**src/hdl/acia_pkg.sv**
```systemverilog
// ----------------------------------------------------------------------------
// ACIA emulator package
// Shared types, codes and constants for the 6850-style serial chip emulator.
// ----------------------------------------------------------------------------
`default_nettype none

package acia_pkg;

  // Receive queue geometry
  localparam int QueueDepth = 256;
  localparam int IdxW       = $clog2(QueueDepth);
  localparam int CntW       = $clog2(QueueDepth + 1);

  // Event codes carried on the op field
  typedef enum logic [1:0] {
    OpKey      = 2'd0,
    OpBus      = 2'd1,
    OpBusReset = 2'd2
  } op_e;

  // Address decode and register values
  localparam logic [7:0] DecodeMask  = 8'hC0;
  localparam logic [7:0] DecodeMatch = 8'h80;
  localparam logic [7:0] StatusBase  = 8'h02;
  localparam logic [7:0] StatusRxFul = 8'h01;
  localparam logic [7:0] StatusReset = 8'h30;
  localparam logic [1:0] CtrlMaster  = 2'b11;

  // Queue commands from the register logic
  typedef struct packed {
    logic       push;
    logic       pop;
    logic [7:0] wdata;
  } rxq_ctrl_t;

  // Queue status towards the register logic
  typedef struct packed {
    logic       empty;
    logic       full;
    logic       several;
    logic [7:0] head;
  } rxq_stat_t;

  // Circular index advance with wrap at the queue depth
  function automatic logic [IdxW-1:0] next_idx(input logic [IdxW-1:0] idx);
    return (idx == IdxW'(QueueDepth - 1)) ? '0 : idx + 1'b1;
  endfunction

endpackage

`default_nettype wire

```
**src/hdl/acia_uart_register_emulator.sv**
```systemverilog
// ----------------------------------------------------------------------------
// ACIA UART register emulator
// Decodes processor I/O accesses to a 6850-style serial chip and serves its
// status, control and data registers from a receive queue of key bytes.
// ----------------------------------------------------------------------------
// An event is taken whenever start is high; busy is always low, so one
// event can be issued in every clock cycle. Each event gives exactly one
// result: the event is registered, decoded against the queue and flag
// state in the following cycle, and the result is then registered and
// appears for one cycle with done_o high. The receiver cannot stall, so a
// result must be captured in the cycle it is shown. The head of the receive
// queue is read from its memory at the same edge that registers the event,
// so it is ready for the decode; the result passes the input register and
// then the result register. The queue needs no clearing after reset.
`default_nettype none

module acia_uart_register_emulator (
  input  wire         clk_i,
  input  wire         rst_ni,
  input  wire         cfg_we_i,
  input  wire         cfg_wdata_i,
  input  wire         start,
  output logic        busy,
  input  wire  [1:0]  op_i,
  input  wire  [7:0]  key_char_i,
  input  wire  [15:0] bus_addr_i,
  input  wire  [7:0]  bus_data_i,
  input  wire         io_request_i,
  input  wire         m1_cycle_i,
  input  wire         read_strobe_i,
  input  wire         write_strobe_i,
  output logic        done_o,
  output logic [7:0]  read_data_o,
  output logic        read_valid_o,
  output logic        irq_pulse_o,
  output logic [7:0]  term_char_o,
  output logic        term_char_valid_o,
  output logic        key_passthrough_o
);
  import acia_pkg::*;

  // Configuration and chip flags
  logic emul_en_q;
  logic needs_reset_q, needs_reset_d;
  logic not_setup_q, not_setup_d;
  logic irq_en_q, irq_en_d;

  // Registered event
  logic        ev_vld_q;
  logic [1:0]  ev_op_q;
  logic [7:0]  ev_key_q;
  logic [15:0] ev_addr_q;
  logic [7:0]  ev_data_q;
  logic        ev_ioreq_q;
  logic        ev_m1_q;
  logic        ev_rd_q;
  logic        ev_wr_q;

  // Result register
  logic       done_q;
  logic [7:0] rdata_q, rdata_d;
  logic       rvalid_q, rvalid_d;
  logic       irq_q, irq_d;
  logic [7:0] tchar_q, tchar_d;
  logic       tvalid_q, tvalid_d;
  logic       pass_q, pass_d;

  rxq_ctrl_t q_ctrl;
  rxq_stat_t q_stat;

  logic       hit;
  logic       data_reg;
  logic [7:0] status;

  assign busy = 1'b0;

  // Configuration register
  always_ff @(posedge clk_i or negedge rst_ni) begin
    if (!rst_ni) begin
      emul_en_q <= 1'b1;
    end else if (cfg_we_i) begin
      emul_en_q <= cfg_wdata_i;
    end
  end

  // Event capture
  always_ff @(posedge clk_i or negedge rst_ni) begin
    if (!rst_ni) begin
      ev_vld_q <= 1'b0;
    end else begin
      ev_vld_q <= start && !busy;
    end
  end

  always_ff @(posedge clk_i) begin
    if (start && !busy) begin
      ev_op_q    <= op_i;
      ev_key_q   <= key_char_i;
      ev_addr_q  <= bus_addr_i;
      ev_data_q  <= bus_data_i;
      ev_ioreq_q <= io_request_i;
      ev_m1_q    <= m1_cycle_i;
      ev_rd_q    <= read_strobe_i;
      ev_wr_q    <= write_strobe_i;
    end
  end

  // Address decode and status byte
  assign hit = emul_en_q && ev_ioreq_q && !ev_m1_q &&
               ((ev_addr_q[7:0] & DecodeMask) == DecodeMatch);
  assign data_reg = ev_addr_q[0];

  always_comb begin
    status = StatusBase | (q_stat.empty ? 8'h00 : StatusRxFul);
    if (needs_reset_q) begin
      status = status | StatusReset;
    end else if (not_setup_q) begin
      status = '0;
    end
  end

  // Event decode: queue commands, flag updates and the result
  always_comb begin
    q_ctrl        = '0;
    q_ctrl.wdata  = ev_key_q;
    needs_reset_d = needs_reset_q;
    not_setup_d   = not_setup_q;
    irq_en_d      = irq_en_q;
    rdata_d       = '0;
    rvalid_d      = 1'b0;
    irq_d         = 1'b0;
    tchar_d       = '0;
    tvalid_d      = 1'b0;
    pass_d        = 1'b0;
    if (ev_vld_q) begin
      case (op_e'(ev_op_q))
        OpKey: begin
          if (!emul_en_q) begin
            pass_d = 1'b1;
          end else if (!q_stat.full) begin
            q_ctrl.push = 1'b1;
            irq_d       = irq_en_q;
          end
        end
        OpBus: begin
          if (hit && ev_rd_q) begin
            rvalid_d = 1'b1;
            if (!data_reg) begin
              rdata_d = status;
            end else begin
              if (!q_stat.empty) begin
                q_ctrl.pop = 1'b1;
                rdata_d    = q_stat.head;
                irq_d      = irq_en_q && q_stat.several;
              end
              needs_reset_d = 1'b0;
            end
          end else if (hit && ev_wr_q) begin
            if (!data_reg) begin
              irq_en_d = ev_data_q[7];
              if (ev_data_q[1:0] == CtrlMaster) begin
                needs_reset_d = 1'b0;
                not_setup_d   = 1'b1;
              end else begin
                not_setup_d = 1'b0;
              end
            end else begin
              tchar_d  = ev_data_q;
              tvalid_d = 1'b1;
            end
          end
        end
        OpBusReset: begin
          needs_reset_d = 1'b1;
          not_setup_d   = 1'b0;
        end
        default: begin
        end
      endcase
    end
  end

  // Flag and result registers
  always_ff @(posedge clk_i or negedge rst_ni) begin
    if (!rst_ni) begin
      needs_reset_q <= 1'b1;
      not_setup_q   <= 1'b0;
      irq_en_q      <= 1'b0;
      done_q        <= 1'b0;
      rdata_q       <= '0;
      rvalid_q      <= 1'b0;
      irq_q         <= 1'b0;
      tchar_q       <= '0;
      tvalid_q      <= 1'b0;
      pass_q        <= 1'b0;
    end else begin
      needs_reset_q <= needs_reset_d;
      not_setup_q   <= not_setup_d;
      irq_en_q      <= irq_en_d;
      done_q        <= ev_vld_q;
      rdata_q       <= rdata_d;
      rvalid_q      <= rvalid_d;
      irq_q         <= irq_d;
      tchar_q       <= tchar_d;
      tvalid_q      <= tvalid_d;
      pass_q        <= pass_d;
    end
  end

  acia_rxq u_rxq (
    .clk_i  (clk_i),
    .rst_ni (rst_ni),
    .ctrl_i (q_ctrl),
    .stat_o (q_stat)
  );

  assign done_o            = done_q;
  assign read_data_o       = rdata_q;
  assign read_valid_o      = rvalid_q;
  assign irq_pulse_o       = irq_q;
  assign term_char_o       = tchar_q;
  assign term_char_valid_o = tvalid_q;
  assign key_passthrough_o = pass_q;

  // Every transfer in gives a result after the input and result registers
  assert property (@(posedge clk_i) disable iff (!rst_ni)
    (start && !busy) |=> ##1 done_o)
    else $error("result missing two cycles after an event");

  // Result flags only appear alongside the strobe
  assert property (@(posedge clk_i) disable iff (!rst_ni)
    (read_valid_o || term_char_valid_o || irq_pulse_o || key_passthrough_o)
    |-> done_o)
    else $error("result flag without strobe");

  // One event never both reads and writes the chip
  assert property (@(posedge clk_i) disable iff (!rst_ni)
    !(read_valid_o && term_char_valid_o))
    else $error("read and terminal write in one result");

  // A passed-through key never touches the queue or raises an interrupt
  assert property (@(posedge clk_i) disable iff (!rst_ni)
    key_passthrough_o |-> !irq_pulse_o && !read_valid_o)
    else $error("passthrough key with queue side effects");

endmodule

`default_nettype wire

```
**src/hdl/acia_rxq.sv**
```systemverilog
// ----------------------------------------------------------------------------
// ACIA receive queue
// Circular byte queue with a registered read of the head entry and a bypass
// for a byte written to the slot that is about to become the head.
// ----------------------------------------------------------------------------
`default_nettype none

module acia_rxq (
  input  wire                   clk_i,
  input  wire                   rst_ni,
  input  wire acia_pkg::rxq_ctrl_t ctrl_i,
  output acia_pkg::rxq_stat_t   stat_o
);
  import acia_pkg::*;

  logic [7:0]      mem [QueueDepth];
  logic [IdxW-1:0] put_q, put_d;
  logic [IdxW-1:0] get_q, get_d;
  logic [CntW-1:0] cnt_q, cnt_d;
  logic [7:0]      head_q;
  logic            byp_q, byp_d;
  logic [7:0]      byp_data_q;

  // Pointer and fill count updates
  always_comb begin
    put_d = ctrl_i.push ? next_idx(put_q) : put_q;
    get_d = ctrl_i.pop ? next_idx(get_q) : get_q;
    cnt_d = cnt_q;
    if (ctrl_i.push && !ctrl_i.pop) begin
      cnt_d = cnt_q + 1'b1;
    end else if (ctrl_i.pop && !ctrl_i.push) begin
      cnt_d = cnt_q - 1'b1;
    end
    byp_d = ctrl_i.push && (put_q == get_d);
  end

  always_ff @(posedge clk_i or negedge rst_ni) begin
    if (!rst_ni) begin
      put_q <= '0;
      get_q <= '0;
      cnt_q <= '0;
      byp_q <= 1'b0;
    end else begin
      put_q <= put_d;
      get_q <= get_d;
      cnt_q <= cnt_d;
      byp_q <= byp_d;
    end
  end

  // Storage: one write port, head read registered at the next get pointer
  always_ff @(posedge clk_i) begin
    if (ctrl_i.push) begin
      mem[put_q] <= ctrl_i.wdata;
    end
    head_q     <= mem[get_d];
    byp_data_q <= ctrl_i.wdata;
  end

  assign stat_o.empty   = (cnt_q == '0);
  assign stat_o.full    = (cnt_q == CntW'(QueueDepth));
  assign stat_o.several = (cnt_q > CntW'(1));
  assign stat_o.head    = byp_q ? byp_data_q : head_q;

  // Fill count stays within the depth
  assert property (@(posedge clk_i) disable iff (!rst_ni)
    cnt_q <= CntW'(QueueDepth))
    else $error("receive queue count beyond depth");

  // No push into a full queue unless a byte leaves in the same transfer
  assert property (@(posedge clk_i) disable iff (!rst_ni)
    (ctrl_i.push && stat_o.full) |-> ctrl_i.pop)
    else $error("push into full receive queue");

  // No pop from an empty queue
  assert property (@(posedge clk_i) disable iff (!rst_ni)
    ctrl_i.pop |-> !stat_o.empty)
    else $error("pop from empty receive queue");

endmodule

`default_nettype wire

```
**config.mk**
```make
export PLATFORM = sky130hd
export DESIGN_NAME = acia_uart_register_emulator
export DESIGN_NICKNAME = d
export VERILOG_FILES = /design/src/hdl/acia_pkg.sv /design/src/hdl/acia_uart_register_emulator.sv /design/src/hdl/acia_rxq.sv
export SDC_FILE = /design/constraint.sdc
export NUM_CORES = 2
export LEC_CHECK = 0
export BUFFER_PORTS_ARGS = -buffer_cell sky130_fd_sc_hd__buf_4
export CAP_MARGIN = 5
export CORE_UTILIZATION = 25
export CTS_BUF_LIST = sky130_fd_sc_hd__clkbuf_2
export CTS_CLUSTER_DIAMETER = 100
export CTS_CLUSTER_SIZE = 30
export DETAILED_ROUTE_END_ITERATION = 6
export SETUP_SLACK_MARGIN = 0.15
export SLEW_MARGIN = 20
export SYNTH_ARGS = -nofsm -noshare
export SYNTH_HDL_FRONTEND = slang
export SYNTH_HIERARCHICAL = 1
export SYNTH_SLANG_ARGS = --single-unit
```
**constraint.sdc**
```tcl
create_clock -name clk_i -period 7.8 [get_ports clk_i]
set_input_delay 1.95 -clock clk_i [delete_from_list [all_inputs] [get_ports clk_i]]
set_output_delay 1.95 -clock clk_i [all_outputs]
set_load 0.05 [all_outputs]
```
==> Word level (Yosys, flattened, before mapping) <==
Memory sizes are Yosys's and may differ from the RTL's. A register that Yosys moved wholly into a read port is not among the register bits.
Cells that the tools add are included.
{ "classes": {"n_addsub": 4, "n_lt_le_gt_ge": 1, "n_eq_ne": 15, "mux": 58, "bitwise_logic": 2, "reduce_logical": 19} }
{ "op_table": {"columns": ["operator", "count"], "rows": [
  ["$mux W8", 14],
  ["$mux W1", 36],
  ["$mux W9", 2],
  ["$add A8 B1 Y8 const B", 2],
  ["$eq A8 B8 Y1 const B", 2],
  ["$reduce_and A5 Y1", 2],
  ["$add A9 B1 Y9 const B", 1],
  ["$eq A9 B9 Y1 const B", 1],
  ["$gt A9 B1 Y1 const B", 1],
  ["$logic_and A1 B1 Y1", 9],
  ["$logic_not A9 Y1", 1],
  ["$ne A3 B3 Y1 const B", 3],
  ["$sub A9 B1 Y9 const B", 1],
  ["$eq A8 B8 Y1", 1],
  ["$eq A2 B2 Y1 const B", 3],
  ["$mux W6", 1],
  ["$ne A2 B2 Y1 const B", 3],
  ["$pmux W1 S2", 3],
  ["$reduce_and A6 Y1", 1],
  ["$mux W2", 2],
  ["$ne A4 B4 Y1 const B", 1],
  ["$reduce_bool A2 Y1", 2],
  ["$logic_not A1 Y1", 3],
  ["$eq A2 B1 Y1 const B", 1],
  ["2 further kinds", 3]
]} }
{ "totals": {"register_bits": 90, "ramBits": 2048, "input_bits": 43, "output_inout_bits": 22, "word_cells": 125, "mem_count": 1} }
{ "memory_table": {"columns": ["name", "depth", "word_bits", "rd", "rd_clocked_by_memory_dff", "write_ports", "line", "source"], "rows": [
  ["u_rxq.mem", 256, 8, 1, 1, 1, "acia_rxq.sv:16", "logic [7:0] mem [QueueDepth];"]
]} }

==> Depth between registers and ports, before layout <==
{ "depth": {"depth_word": 11, "depth_mapped": 21, "ltp_nobuf": 15} }

==> Cells and area by module <==
The synthesis kept the hierarchy.
{ "modules_own_cells": {"columns": ["module", "instances", "cells_per_inst", "area_each_um2", "seq_area_each_um2"], "rows": [
  ["acia_rxq", 1, 5837, 84252.1, 62469.9],
  ["acia_uart_register_emulator", 1, 111, 1813.0, 1403.8]
]} }

==> Worst setup path after synthesis <==
OpenSTA, ideal clock, no wires.
{ "synth_path": {"kind": "reg-to-reg", "startpoint": "reg ev_key_q[0]", "endpoint": "mem u_rxq.mem[0][0] (data pin)", "setup_ns": 0.820, "arrival_ns": 3.238, "required_time_ns": 6.980, "setup_slack_ns": 3.742, "path_stages_with_launch": 1, "n_path_buf": 0, "synth_period_minus_slack_ns": 4.058, "cell_sequence": "edfxtp_1"} }
{ "synth_rtl": {"columns": ["element", "line", "source"], "rows": [
  ["start, declared", "acia_uart_register_emulator.sv:51", "logic [7:0] ev_key_q;"],
  ["start signal, assigned", "acia_uart_register_emulator.sv:98", "ev_key_q <= key_char_i;"],
  ["end, declared", "acia_rxq.sv:16", null]
]} }
No word-level cell before the write port.

==> qor.yml <==
hold_path.class: "primary input to flop"
port_buffers: 50
cp.depth: 13
area_delta_synth_final_pct: 7.04
first_pass_iters: 6
crit_buf_inv: 2
fill_cells: 34727
period_minus_slack_ns: 6.56
cp_max_fo: 147
yosysUniqueCellTypes: 76
dp_slack_ns: 1.39
setup_ws_ns: 1.24
fin_nets: 5840
cts_buffer_depth: 3
die_h_um: 589
yosysWarnings: 6
crit_required_ns: 9.64
drt_iter0_drc: 5997
dp_hpwl_um: 134000
syn-mean-instance-area_um2: 14.5
clk_latency_ns: 1.84
fmax_ghz: 0.153
route.detailed.drc: 0
critPathKind: "flop to flop"
grt_max_degree: 201
worst_setup_path_end_kind: "flop"
stdcell_count: 10383
drive_above_1_share_pct: 5.74
pin_count: 65
swShare_pct: 22.7
coreArea_mm2: 0.343
cp_top_family: "simple AND/OR/NAND/NOR gates"
overflow: 0
clkPwrFrac_pct: 20.5
vias: 49966
max-slew-margin-rel_pct: 15.7
cts_made_buffers: 81
setup_violations: 0
cellLeakagePower_uw: 0.0299
htreeDepth: 3
multi_input_area_mm2: 0.0204
clock-root-buffer: "clkbuf_2"
design_area_mm2: 0.0921
syn_inst: 5948
dp.cells: 10260
status: "completed"
worstMarginPinSlew_ns: 1.26
antenna_found_initial: 7
row_count: 215
period_share_pct: 84.0
die_area_mm2: 0.347
initial_core_util_pct: 25.1
ys_seq_area_share_pct: 74.2
hold_viol_final: 0
clk_pin_slew_ns: 0.52
setup_tns_ns: 0
p_sw_uw: 3970
postRouteAntennaNets: 0
async_reset_ff_share_pct: 2.43
synth_edf_count: 2073
critPathArrivalTime_ns: 8.40
post_cts_resized: 0
cpPeakStageDelay_ns: 0.91
power_density_mw_per_mm2: 190
dieWidth_um: 589
grt_pass1_wl_um: 331000
hold_path_depth: 1
ff2ff_path_depth: 13
seqPwrFrac_pct: 73.5
placed_area_mm2: 0.0914
ys_top_cells_by_area: "edfxtp_1 (72%), mux2i_1 (5.3%), nand2_1 (5.1%), nand3_1 (2.1%), and3_1 (1.5%)"
ys_ff_latch: 2141
slew_viol_final: 0
gp_congestion: 0.836
final_cell_mix: "edfxtp_1 (2073), nand2_1 (1176), mux2i_1 (458)"
vias_per_cell: 4.81
grt_pass1_vias: 47643
yosys.area.top_type_share_pct: 72.3
track_usage_pct: 12.7
yosysTopAreaCell: "edfxtp_1"
cts_setup_buffers: 0
routed_wirelength_um: 228000
ir_drop_uv: 128
rsz0062_at_grt: "no"
route.detailed.wl_per_inst_um: 22.0
p_comb_share_pct: 6.0
path_cells: "nand2b_1, or3_4, nor3_2, mux2i_4, buf_12, buf_4, nand2_1, nand3_1, a31oi_1, a2111oi_0, nor3_1, nor4_1, o211a_1"
clock-sinks: 2141
finalClockSkew_ns: 0.174
crit_path_top_delay_cell: "nor4_1"
synth_ff_type: "edfxtp_1"
netlist_area_mm2: 0.0861
seq_area_mm2: 0.0639
ctsHoldBuffers: 1
max-cap-violations: 0
p_int_uw: 13500
syn_nets: 6001
start_kind: "flop"
cts_tree: "built"
layout_commonest_cell: "edfxtp_1"
[path summary, 6_finish.rpt]
check                                startpoint                  endpoint  slack (ns)
setup / recovery           ev_op_q[1]$_DFFE_PP_   u_rxq/head_q[2]$_DFF_P_        1.24
hold / removal                   write_strobe_i         ev_wr_q$_DFFE_PP_        0.27
setup reg to reg           ev_op_q[1]$_DFFE_PP_   u_rxq/head_q[2]$_DFF_P_        1.24
hold reg to reg              ev_vld_q$_DFF_PN0_          done_o$_DFF_PN0_        0.49
max in group asynchronous                rst_ni     u_rxq/byp_q$_DFF_PN0_        6.68
min in group asynchronous                rst_ni  u_rxq/get_q[6]$_DFF_PN0_        0.63
[metal layers]
layer / wire length [um] / part of all wire [%] / global-route usage, %
met1: 95000 / 42 / 17.2
met2: 109000 / 47 / 20.8
met3: 17300 / 7.6 / 1.77
met4: 7710 / 3.4 / 4.10
met5: 0 / 0 / 0
[metrics by stage]
stage               hold slack [ns]  utilization [%]  total power, uW
floorplan                     0.414                -            13700
global placement              0.434             26.7            14100
detailed placement            0.434             26.7            14100
CTS                          0.0403             26.9            17600
global route                 0.0544             26.9            18000
finish                        0.267             26.9            17500
[final cells by class]
cell class	count	share of cell area (%)
repair buffers	158	1.58
clock buffers	106	0.576
flip-flops and latches	2141	69.3
diodes	6	0.0163
clock inverters	10	0.128
well taps	4557	6.19
inverters	18	0.0937
multi-input cells	3387	22.1
[cells by family after synthesis]
logic type	Yosys count	share of synthesized area, %
multiplexers	483	5.84
buffers and inverters	420	2.28
AO/OA/AOI/OAI	647	5.79
flip-flops	2141	74.2
adder cells (fa/ha/maj)	10	0.145
XOR/XNOR	26	0.273
other	1	0.00436
AND/OR/NAND/NOR	2220	11.5
[sequential cells by signal, summed over array words and instances, names as in the netlist, 8 cells and up]
register and flops:
u_rxq/mem 2048, u_rxq/byp_data_q 8, read_data_o 8, ev_data_q 8, ev_key_q 8, u_rxq/get_q 8, u_rxq/cnt_q 9, u_rxq/head_q 8
term_char_o 8, u_rxq/put_q 8
[power by group through the flow]
stage,sequential (uW),clock [uW],combinational (uW)
final,12900,3570,1050
after global routing,12900,4000,1120
after CTS,12900,3670,1040
after detailed placement,13100,0,1040
after global placement,13100,0,1010
after floorplan,13200,0,525
[synth_stat cells, drive strengths merged, types with 6 or more instances]
library cell	instances
nand4	23
xor2	9
or4	11
inv	17
nor3	30
o31ai	11
nor2	286
o21ai	32
a21oi	115
o211ai	6
nor4	69
a21o	6
buf	221
a221oi	20
a211oi	127
dfxtp	16
a22o	6
mux2	11
xnor2	17
a311oi	107
a31oi	42
a21boi	6
nand3	354
nor2b	11
and2	23
dfrtp	50
ha	10
mux2i	459
mux4	13
a32oi	18
clkbuf	181
a221o	116
nand2	1178
edfxtp	2073
and3	212
Note: power is estimated with default switching activity, not from simulation.
